<file path="config.mk">
export PLATFORM = sky130hd
export DESIGN_NAME = priority_round_robin_scheduler
export DESIGN_NICKNAME = d
export VERILOG_FILES = /design/src/prrs_pkg.sv /design/src/priority_round_robin_scheduler.sv /design/src/prrs_ctrl.sv /design/src/prrs_datapath.sv
export SDC_FILE = /design/constraint.sdc
export NUM_CORES = 2
export LEC_CHECK = 0
export ABC_CLOCK_PERIOD_IN_PS = 7900
export BUFFER_PORTS_ARGS = -buffer_cell sky130_fd_sc_hd__buf_2
export CAP_MARGIN = 15
export CORE_MARGIN = 4
export CORE_UTILIZATION = 48
export CTS_BUF_LIST = sky130_fd_sc_hd__clkbuf_8
export CTS_CLUSTER_DIAMETER = 150
export CTS_CLUSTER_SIZE = 24
export DETAILED_ROUTE_END_ITERATION = 7
export HOLD_SLACK_MARGIN = 0.05
export SLEW_MARGIN = 15
export SYNTH_ARGS = -nofsm -noshare
export SYNTH_HDL_FRONTEND = slang
export SYNTH_SLANG_ARGS = --single-unit
</file>
<file path="constraint.sdc">
create_clock -name clk -period 7.9 [get_ports clk]
set_clock_uncertainty 0.2 [all_clocks]
set_input_delay 1.58 -clock clk [delete_from_list [all_inputs] [get_ports clk]]
set_output_delay 1.58 -clock clk [all_outputs]
set_load 0.02 [all_outputs]
</file>
<file path="src/prrs_pkg.sv">
`default_nettype none
package prrs_pkg;
	typedef enum logic [1:0] {
		MODE_NEXT = 2'd0,
		MODE_CREATE = 2'd1,
		MODE_TERM = 2'd2,
		MODE_CHPRI = 2'd3
	} mode_t;

	typedef enum logic [1:0] {
		ST_DISPATCHED = 2'd0,
		ST_IDLE = 2'd1,
		ST_DONE = 2'd2,
		ST_FULL = 2'd3
	} status_t;

	localparam logic [1:0] LVL_CODE_HIGH = 2'b01;
	localparam logic [1:0] LVL_CODE_NORMAL = 2'b00;
	localparam logic [1:0] LVL_CODE_LOW = 2'b11;
	localparam int NUM_Q = 3;

	typedef enum logic [3:0] {
		S_IDLE,
		S_DECODE,
		S_WALK_START,
		S_WALK_RD,
		S_WALK_CMP,
		S_WALK_NEXT,
		S_FIND_FREE,
		S_APPEND,
		S_APPEND_LINK,
		S_DISP_RD,
		S_DISP_DONE,
		S_RESULT
	} state_t;

	// Commands from the controller to the datapath.
	typedef struct packed {
		logic load;
		logic walk_init;
		logic walk_rd;
		logic walk_step;
		logic walk_unlink;
		logic free_init;
		logic free_step;
		logic append;
		logic append_link;
		logic disp_rd;
		logic disp_done;
		logic next_level;
		logic set_full;
	} cmd_t;

	// Status back to the controller.
	typedef struct packed {
		logic level_empty;
		logic walk_last;
		logic match;
		logic free_found;
		logic free_end;
		logic level_last;
		logic level_valid;
		logic any_nonempty;
		logic [1:0] mode;
	} stat_t;
endpackage
`default_nettype wire

</file>
<file path="src/priority_round_robin_scheduler.sv">
`default_nettype none
// Channel  Direction  Handshake            Payload
// request  in         in_valid / in_ready  mode, proc_id, level
// result   out        out_valid/out_ready  status, dispatched_id
//
// One request at a time. A dispatch reads the head entry, then updates the ring
// and gives its result; with nothing queued it reports idle without a read.
// Create scans the slots in order for the lowest free one; an invalid level
// gives its result without a scan. Terminate and change priority walk each
// level's ring, then change priority scans for a free slot as create does.
// Reset clears all slots and levels at once; the result holds until taken.
module priority_round_robin_scheduler #(
	parameter int MAX_ENTRIES = 64,
	parameter int ID_BITS = 16
) (
	input wire logic clk,
	input wire logic arst_n,
	input wire logic in_valid,
	output logic in_ready,
	input wire logic [1:0] mode,
	input wire logic [15:0] proc_id,
	input wire logic signed [1:0] level,
	output logic out_valid,
	input wire logic out_ready,
	output logic [1:0] status,
	output logic [15:0] dispatched_id
);
	import prrs_pkg::*;

	cmd_t cmd;
	stat_t st;

	prrs_ctrl u_ctrl (
		.clk(clk), .arst_n(arst_n),
		.in_fire(in_valid && in_ready), .out_fire(out_valid && out_ready),
		.st(st), .cmd(cmd), .in_ready(in_ready), .out_valid(out_valid)
	);

	prrs_datapath #(.MAX_ENTRIES(MAX_ENTRIES), .ID_BITS(ID_BITS)) u_dp (
		.clk(clk), .arst_n(arst_n), .cmd(cmd),
		.mode(mode), .proc_id(proc_id), .level(level),
		.st(st), .status(status), .dispatched_id(dispatched_id)
	);

	a_no_overlap: assert property (@(posedge clk) disable iff (!arst_n)
		!(in_ready && out_valid)) else $error("request taken while result pending");
	a_disp_id_zero: assert property (@(posedge clk) disable iff (!arst_n)
		out_valid && status != ST_DISPATCHED |-> dispatched_id == '0)
		else $error("dispatched id not zero");
	a_hold: assert property (@(posedge clk) disable iff (!arst_n)
		out_valid && !out_ready |=> out_valid && $stable(status))
		else $error("result changed while stalled");
endmodule
`default_nettype wire

</file>
<file path="src/prrs_ctrl.sv">
`default_nettype none
module prrs_ctrl (
	input wire logic clk,
	input wire logic arst_n,
	input wire logic in_fire,
	input wire logic out_fire,
	input wire prrs_pkg::stat_t st,
	output prrs_pkg::cmd_t cmd,
	output logic in_ready,
	output logic out_valid
);
	import prrs_pkg::*;

	state_t state_q, state_d;

	always_ff @(posedge clk or negedge arst_n) begin
		if (!arst_n) begin
			state_q <= S_IDLE;
		end else begin
			state_q <= state_d;
		end
	end

	always_comb begin
		state_d = state_q;
		cmd = '0;
		in_ready = 1'b0;
		out_valid = 1'b0;
		case (state_q)
			S_IDLE: begin
				in_ready = 1'b1;
				if (in_fire) begin
					cmd.load = 1'b1;
					state_d = S_DECODE;
				end
			end
			S_DECODE: begin
				case (st.mode)
					MODE_NEXT: begin
						if (st.any_nonempty) begin
							state_d = S_DISP_RD;
						end else begin
							state_d = S_RESULT;
						end
					end
					MODE_CREATE: begin
						if (st.level_valid) begin
							cmd.free_init = 1'b1;
							state_d = S_FIND_FREE;
						end else begin
							state_d = S_RESULT;
						end
					end
					default: begin
						state_d = S_WALK_START;
					end
				endcase
			end
			S_WALK_START: begin
				if (st.level_empty) begin
					state_d = S_WALK_NEXT;
				end else begin
					cmd.walk_init = 1'b1;
					state_d = S_WALK_RD;
				end
			end
			S_WALK_RD: begin
				cmd.walk_rd = 1'b1;
				state_d = S_WALK_CMP;
			end
			S_WALK_CMP: begin
				if (st.match) begin
					cmd.walk_unlink = 1'b1;
					state_d = S_WALK_NEXT;
				end else if (st.walk_last) begin
					state_d = S_WALK_NEXT;
				end else begin
					cmd.walk_step = 1'b1;
					state_d = S_WALK_RD;
				end
			end
			S_WALK_NEXT: begin
				if (st.level_last) begin
					if (st.mode == MODE_CHPRI && st.level_valid) begin
						cmd.free_init = 1'b1;
						state_d = S_FIND_FREE;
					end else begin
						state_d = S_RESULT;
					end
				end else begin
					cmd.next_level = 1'b1;
					state_d = S_WALK_START;
				end
			end
			S_FIND_FREE: begin
				if (st.free_found) begin
					state_d = S_APPEND;
				end else if (st.free_end) begin
					cmd.set_full = 1'b1;
					state_d = S_RESULT;
				end else begin
					cmd.free_step = 1'b1;
				end
			end
			S_APPEND: begin
				cmd.append = 1'b1;
				state_d = S_APPEND_LINK;
			end
			S_APPEND_LINK: begin
				cmd.append_link = 1'b1;
				state_d = S_RESULT;
			end
			S_DISP_RD: begin
				cmd.disp_rd = 1'b1;
				state_d = S_DISP_DONE;
			end
			S_DISP_DONE: begin
				cmd.disp_done = 1'b1;
				state_d = S_RESULT;
			end
			S_RESULT: begin
				out_valid = 1'b1;
				if (out_fire) begin
					state_d = S_IDLE;
				end
			end
			default: begin
				state_d = S_IDLE;
			end
		endcase
	end
endmodule
`default_nettype wire

</file>
<file path="src/prrs_datapath.sv">
`default_nettype none
module prrs_datapath #(
	parameter int MAX_ENTRIES = 64,
	parameter int ID_BITS = 16
) (
	input wire logic clk,
	input wire logic arst_n,
	input wire prrs_pkg::cmd_t cmd,
	input wire logic [1:0] mode,
	input wire logic [15:0] proc_id,
	input wire logic signed [1:0] level,
	output prrs_pkg::stat_t st,
	output logic [1:0] status,
	output logic [15:0] dispatched_id
);
	import prrs_pkg::*;

	localparam int SW = (MAX_ENTRIES > 1) ? $clog2(MAX_ENTRIES) : 1;
	localparam int CW = $clog2(MAX_ENTRIES + 1);
	localparam logic [SW-1:0] LAST_SLOT = SW'(MAX_ENTRIES - 1);

	logic [ID_BITS-1:0] id_mem [MAX_ENTRIES];
	logic [SW-1:0] link_mem [MAX_ENTRIES];
	logic [MAX_ENTRIES-1:0] used_q;
	logic [SW-1:0] head_q [NUM_Q];
	logic [SW-1:0] tail_q [NUM_Q];
	logic [CW-1:0] count_q [NUM_Q];

	logic [1:0] mode_q;
	logic [ID_BITS-1:0] id_q;
	logic [1:0] lq_q;      // queue index; NUM_Q means invalid
	logic [1:0] wl_q;      // level being walked or dispatched
	logic [SW-1:0] cur_q, prev_q, free_q;
	logic [CW-1:0] iter_q;
	logic [ID_BITS-1:0] rd_id_q;
	logic [SW-1:0] rd_link_q;
	logic [1:0] status_q;
	logic [15:0] disp_q;

	logic [1:0] lq_d;
	logic [1:0] first_nz;

	always_comb begin
		case (level)
			LVL_CODE_HIGH: lq_d = 2'd0;
			LVL_CODE_NORMAL: lq_d = 2'd1;
			LVL_CODE_LOW: lq_d = 2'd2;
			default: lq_d = 2'(NUM_Q);
		endcase
		if (count_q[0] != '0) begin
			first_nz = 2'd0;
		end else if (count_q[1] != '0) begin
			first_nz = 2'd1;
		end else begin
			first_nz = 2'd2;
		end
	end

	assign st.mode = mode_q;
	assign st.level_valid = (lq_q != 2'(NUM_Q));
	assign st.any_nonempty = (count_q[0] != '0) || (count_q[1] != '0) || (count_q[2] != '0);
	assign st.level_empty = (count_q[wl_q] == '0);
	assign st.level_last = (wl_q == 2'(NUM_Q - 1));
	assign st.walk_last = (iter_q + CW'(1) >= count_q[wl_q]);
	assign st.match = (rd_id_q == id_q);
	assign st.free_found = !used_q[free_q];
	assign st.free_end = (free_q == LAST_SLOT);

	assign status = status_q;
	assign dispatched_id = disp_q;

	// Stores: one write port each, reads registered.
	always_ff @(posedge clk) begin
		if (cmd.walk_rd || cmd.disp_rd) begin
			rd_id_q <= id_mem[cur_q];
			rd_link_q <= link_mem[cur_q];
		end
		if (cmd.walk_unlink && count_q[wl_q] != CW'(1)) begin
			link_mem[prev_q] <= rd_link_q;
		end else if (cmd.append) begin
			link_mem[free_q] <= (count_q[lq_q] == '0) ? free_q : head_q[lq_q];
		end else if (cmd.append_link && count_q[lq_q] != CW'(1)) begin
			link_mem[tail_q[lq_q]] <= cur_q;
		end
		if (cmd.append) begin
			id_mem[free_q] <= id_q;
		end
	end

	always_ff @(posedge clk or negedge arst_n) begin
		if (!arst_n) begin
			used_q <= '0;
			for (int i = 0; i < NUM_Q; i++) begin
				head_q[i] <= '0;
				tail_q[i] <= '0;
				count_q[i] <= '0;
			end
			status_q <= ST_DONE;
			disp_q <= '0;
			mode_q <= '0;
			id_q <= '0;
			lq_q <= '0;
			wl_q <= '0;
			cur_q <= '0;
			prev_q <= '0;
			free_q <= '0;
			iter_q <= '0;
		end else begin
			if (cmd.load) begin
				mode_q <= mode;
				id_q <= ID_BITS'(proc_id);
				lq_q <= lq_d;
				wl_q <= 2'd0;
				disp_q <= '0;
				status_q <= (mode == MODE_NEXT) ? ST_IDLE : ST_DONE;
			end
			if (mode_q == MODE_NEXT && !cmd.load && !cmd.disp_rd && !cmd.disp_done) begin
				wl_q <= first_nz;
				cur_q <= head_q[first_nz];
			end
			if (cmd.walk_init) begin
				cur_q <= head_q[wl_q];
				prev_q <= tail_q[wl_q];
				iter_q <= '0;
			end
			if (cmd.walk_step) begin
				prev_q <= cur_q;
				cur_q <= rd_link_q;
				iter_q <= iter_q + CW'(1);
			end
			if (cmd.walk_unlink) begin
				used_q[cur_q] <= 1'b0;
				if (count_q[wl_q] == CW'(1)) begin
					head_q[wl_q] <= '0;
					tail_q[wl_q] <= '0;
				end else begin
					if (cur_q == head_q[wl_q]) head_q[wl_q] <= rd_link_q;
					if (cur_q == tail_q[wl_q]) tail_q[wl_q] <= prev_q;
				end
				count_q[wl_q] <= count_q[wl_q] - CW'(1);
			end
			if (cmd.next_level) begin
				wl_q <= wl_q + 2'd1;
			end
			if (cmd.free_init) begin
				free_q <= '0;
			end
			if (cmd.free_step) begin
				free_q <= free_q + SW'(1);
			end
			if (cmd.set_full) begin
				status_q <= ST_FULL;
			end
			if (cmd.append) begin
				used_q[free_q] <= 1'b1;
				cur_q <= free_q;
				if (count_q[lq_q] == '0) head_q[lq_q] <= free_q;
				count_q[lq_q] <= count_q[lq_q] + CW'(1);
			end
			if (cmd.append_link) begin
				tail_q[lq_q] <= cur_q;
			end
			if (cmd.disp_done) begin
				disp_q <= 16'(rd_id_q);
				status_q <= ST_DISPATCHED;
				tail_q[wl_q] <= cur_q;
				head_q[wl_q] <= rd_link_q;
			end
		end
	end
endmodule
`default_nettype wire

</file>
==> metrics.txt <==
status=finished, final reports clean; commonest non-fill, non-tap cell in the layout=edfxtp_1; CTS Root Buffer Type=clkbuf_8; total of max-cap violations=0; register area share after synthesis=~75%; Sw Pwr=0.00794 W; Syn. warnings=0; slack of the critical path=roughly 2700 ps; R2R Setup Slk=between 2000 and 3000 ps; # clock sinks=approximately 1600; Syn Std Cell Area=roughly 63000 um2; Post-synth EDFFs=approximately 1400; Core Region=roughly 130000 um2; relative slew slack=roughly a fifth; Remaining DRCs=0; Sw Share=36.8%; Via density=around 6.5; WL final=between 150 and 200 mm; Die Wd=371 um; Fmax achieved=around 0.19 GHz; Reg power frac=between 50% and 60%; Die Span Y=around 370 um; power per cell area=between 300 and 400 nW/um2; RSZ-0062 raised after global routing=false; Initial DRT Pass Iterations=6; Cells after Synth=between 4000 and 5000; Reg2Reg Capture Point=u_dp.link_mem[62][2]; Cell variety after synth=78; port bufs=43; worst endpoint required time=about 8100 ps; DR WL/cell=slightly above 30 um; WS Path Type=flip-flop to flip-flop; nets@finish=around 4000; final setup vio count=0; Worst-Skew Late Latency=~840 ps; Slew @ Worst Pin=approximately 1200 ps; FF-to-FF path depth=8; post-cts resize count=0; first-pass GRT wire length=256 mm; crit path DAT=5470 ps; total congestion overflow=0; setup_tns=0 ps; DP Wirelength=101 mm; largest net degree at the start of global routing=approximately 130; hold wc startpoint=u_dp.dispatched_id[7]; syn_area_per_cell=15.7 um2; min-delay worst type=flip-flop to flip-flop; Clk pwr share=between 10% and 20%; Inserted Clock Buffers=77; crit path max fanout=66; Final Hold Fails=0; period utilization=around two thirds; H-tree depth=3; Rows=132; FFs w/ async S/R, synth=11.7%; filler cell count in the final layout=~11000; Top FF cell, synth=edfxtp_1; post-route minimum period=approximately 5200 ps; vias in the first global route=~36000; Int Pwr=between 0.01 and 0.015 W; flops & latches, synth=approximately 1600; worst vdd ir=0.260 mV; Critical R2R Launch=u_dp.id_q[6]; post-route ant nets=0; Comb pwr share=around 32%; via count=37600; CP endpoint kind=flip-flop; Synth Net Count=4059; All-Layer GR Usage=about 25%; pre-CTS setup slack=approximately 2700 ps; startpoint types=flip-flop; Area Overhead vs Synth=6.03%; max-slew violation count=0; 1st-iter DRT viols=around 4900; clock transition at the registers of the reported paths=between 100 and 150 ps; most frequent cells in the layout=edfxtp_1 (1430), a22oi_1 (582), nand2_1 (204); Hold Path Sink=u_dp.dispatched_id[7]; CTS tree=yes; Die Footprint=around 140000 um2; cts hold-fix bufs=0; static leakage=21.3 nW; Setup Buffers After CTS=0; proportion of layout cells with a drive suffix above 1=roughly 10%; Final GP Congestion=between 0.8 and 0.9; initial antenna violation count=5; I/O pins=44; Starting Density=roughly half; hold depth=2; Longest Clk Path Bufs=3
Yosys cell counts, drive strengths merged, types with 86 or more instances:
master / instances / area share, %
a21oi: 96 / 0.77
a221oi: 86 / 1.2
a22o: 87 / 1.2
a22oi: 587 / 7.0
clkbuf: 219 / 1.3
dfrtp: 189 / 7.5
edfxtp: 1430 / 68
mux2i: 96 / 1.6
nand2: 204 / 1.2
nand3: 93 / 0.83
nand4: 127 / 1.3
nor2: 184 / 1.1
o21ai: 167 / 1.3
stage by stage:
stage	hold slack (ps)	cell area, um2	total power (W)	instances	util, %
floorplan	262	63200	0.0153	4018	-
global placement	283	65700	0.0182	5649	50.5
detailed placement	286	65700	0.0183	5649	50.5
CTS	321	67000	0.0215	5762	51.4
global route	352	67000	0.0224	5767	51.5
finish	322	67000	0.0215	5768	51.5
registers in the layout (all words and copies together) (netlist names), 18 cells and up:
register / cells
u_dp.link_mem: 384
u_dp.tail_q: 18
u_dp.used_q: 64
u_dp.count_q: 21
u_dp.id_mem: 1024
u_dp.head_q: 18
critical path, cell delays in order (launching register included):
cell and delay (ps):
dfrtp_2 370, buf_4 660, xnor2_1 200, nand4_1 170, nor4_4 790, and2_1 620
a211o_1 610, nand3_1 600, nor2_1 610
layout make-up:
type / count / area, um2 / area share (%)
Antenna cell: 5 / 12.5 / 0.0187
Clock buffer: 79 / 1090 / 1.62
Clock inverter: 34 / 158 / 0.235
Inverter: 20 / 75.1 / 0.112
Multi-Input combinational cell: 2108 / 14600 / 21.7
Sequential cell: 1620 / 47700 / 71.2
Tap cell: 1742 / 2180 / 3.25
Timing Repair Buffer: 160 / 1210 / 1.81
metal layers:
metal	vias to the layer above	wire length, um	global-route usage (%)	part of all wire [%]
li1	16100	-	-	-
met1	19400	77700	38.7	44
met2	1902	80800	38.6	45
met3	223	15600	4.02	8.7
met4	4	4130	6.12	2.3
met5	-	27	0	0.015
kinds of logic after synthesis:
| group | synth area share (%) |
|---|---|
| AOI/OAI and AO/OA | 13.7 |
| buffers and inverters | 1.87 |
| adders and majority gates | 0.337 |
| muxes | 2.21 |
| xor gates and xnor gates | 0.610 |
| and+or+nand+nor | 5.74 |
| DFF | 75.5 |
worst max path at each step:
stage,endpoint,slack (ps),from,depth (start not counted)
after floorplan,u_dp.link_mem[0][2],3050,u_dp.lq_q[0],12
after global placement,u_dp.link_mem[31][2],2840,u_dp.id_q[6],8
after detailed placement,u_dp.link_mem[63][4],2710,u_dp.id_q[6],8
after CTS,u_dp.link_mem[63][4],2670,u_dp.id_q[6],8
final,u_dp.link_mem[62][2],2670,u_dp.id_q[6],8
after global routing,u_dp.cur_q[5],2470,u_dp.wl_q[1],11
power by group through the flow:
stage | clock network (W) | logic, W | registers [W]
after floorplan | 0 | 0.00361 | 0.0117
after global placement | 0 | 0.00684 | 0.0114
after detailed placement | 0 | 0.00688 | 0.0114
after CTS | 0.00347 | 0.00688 | 0.0112
after global routing | 0.00377 | 0.00736 | 0.0112
final | 0.00341 | 0.00693 | 0.0112
Note: power is estimated with default switching activity, not from simulation.
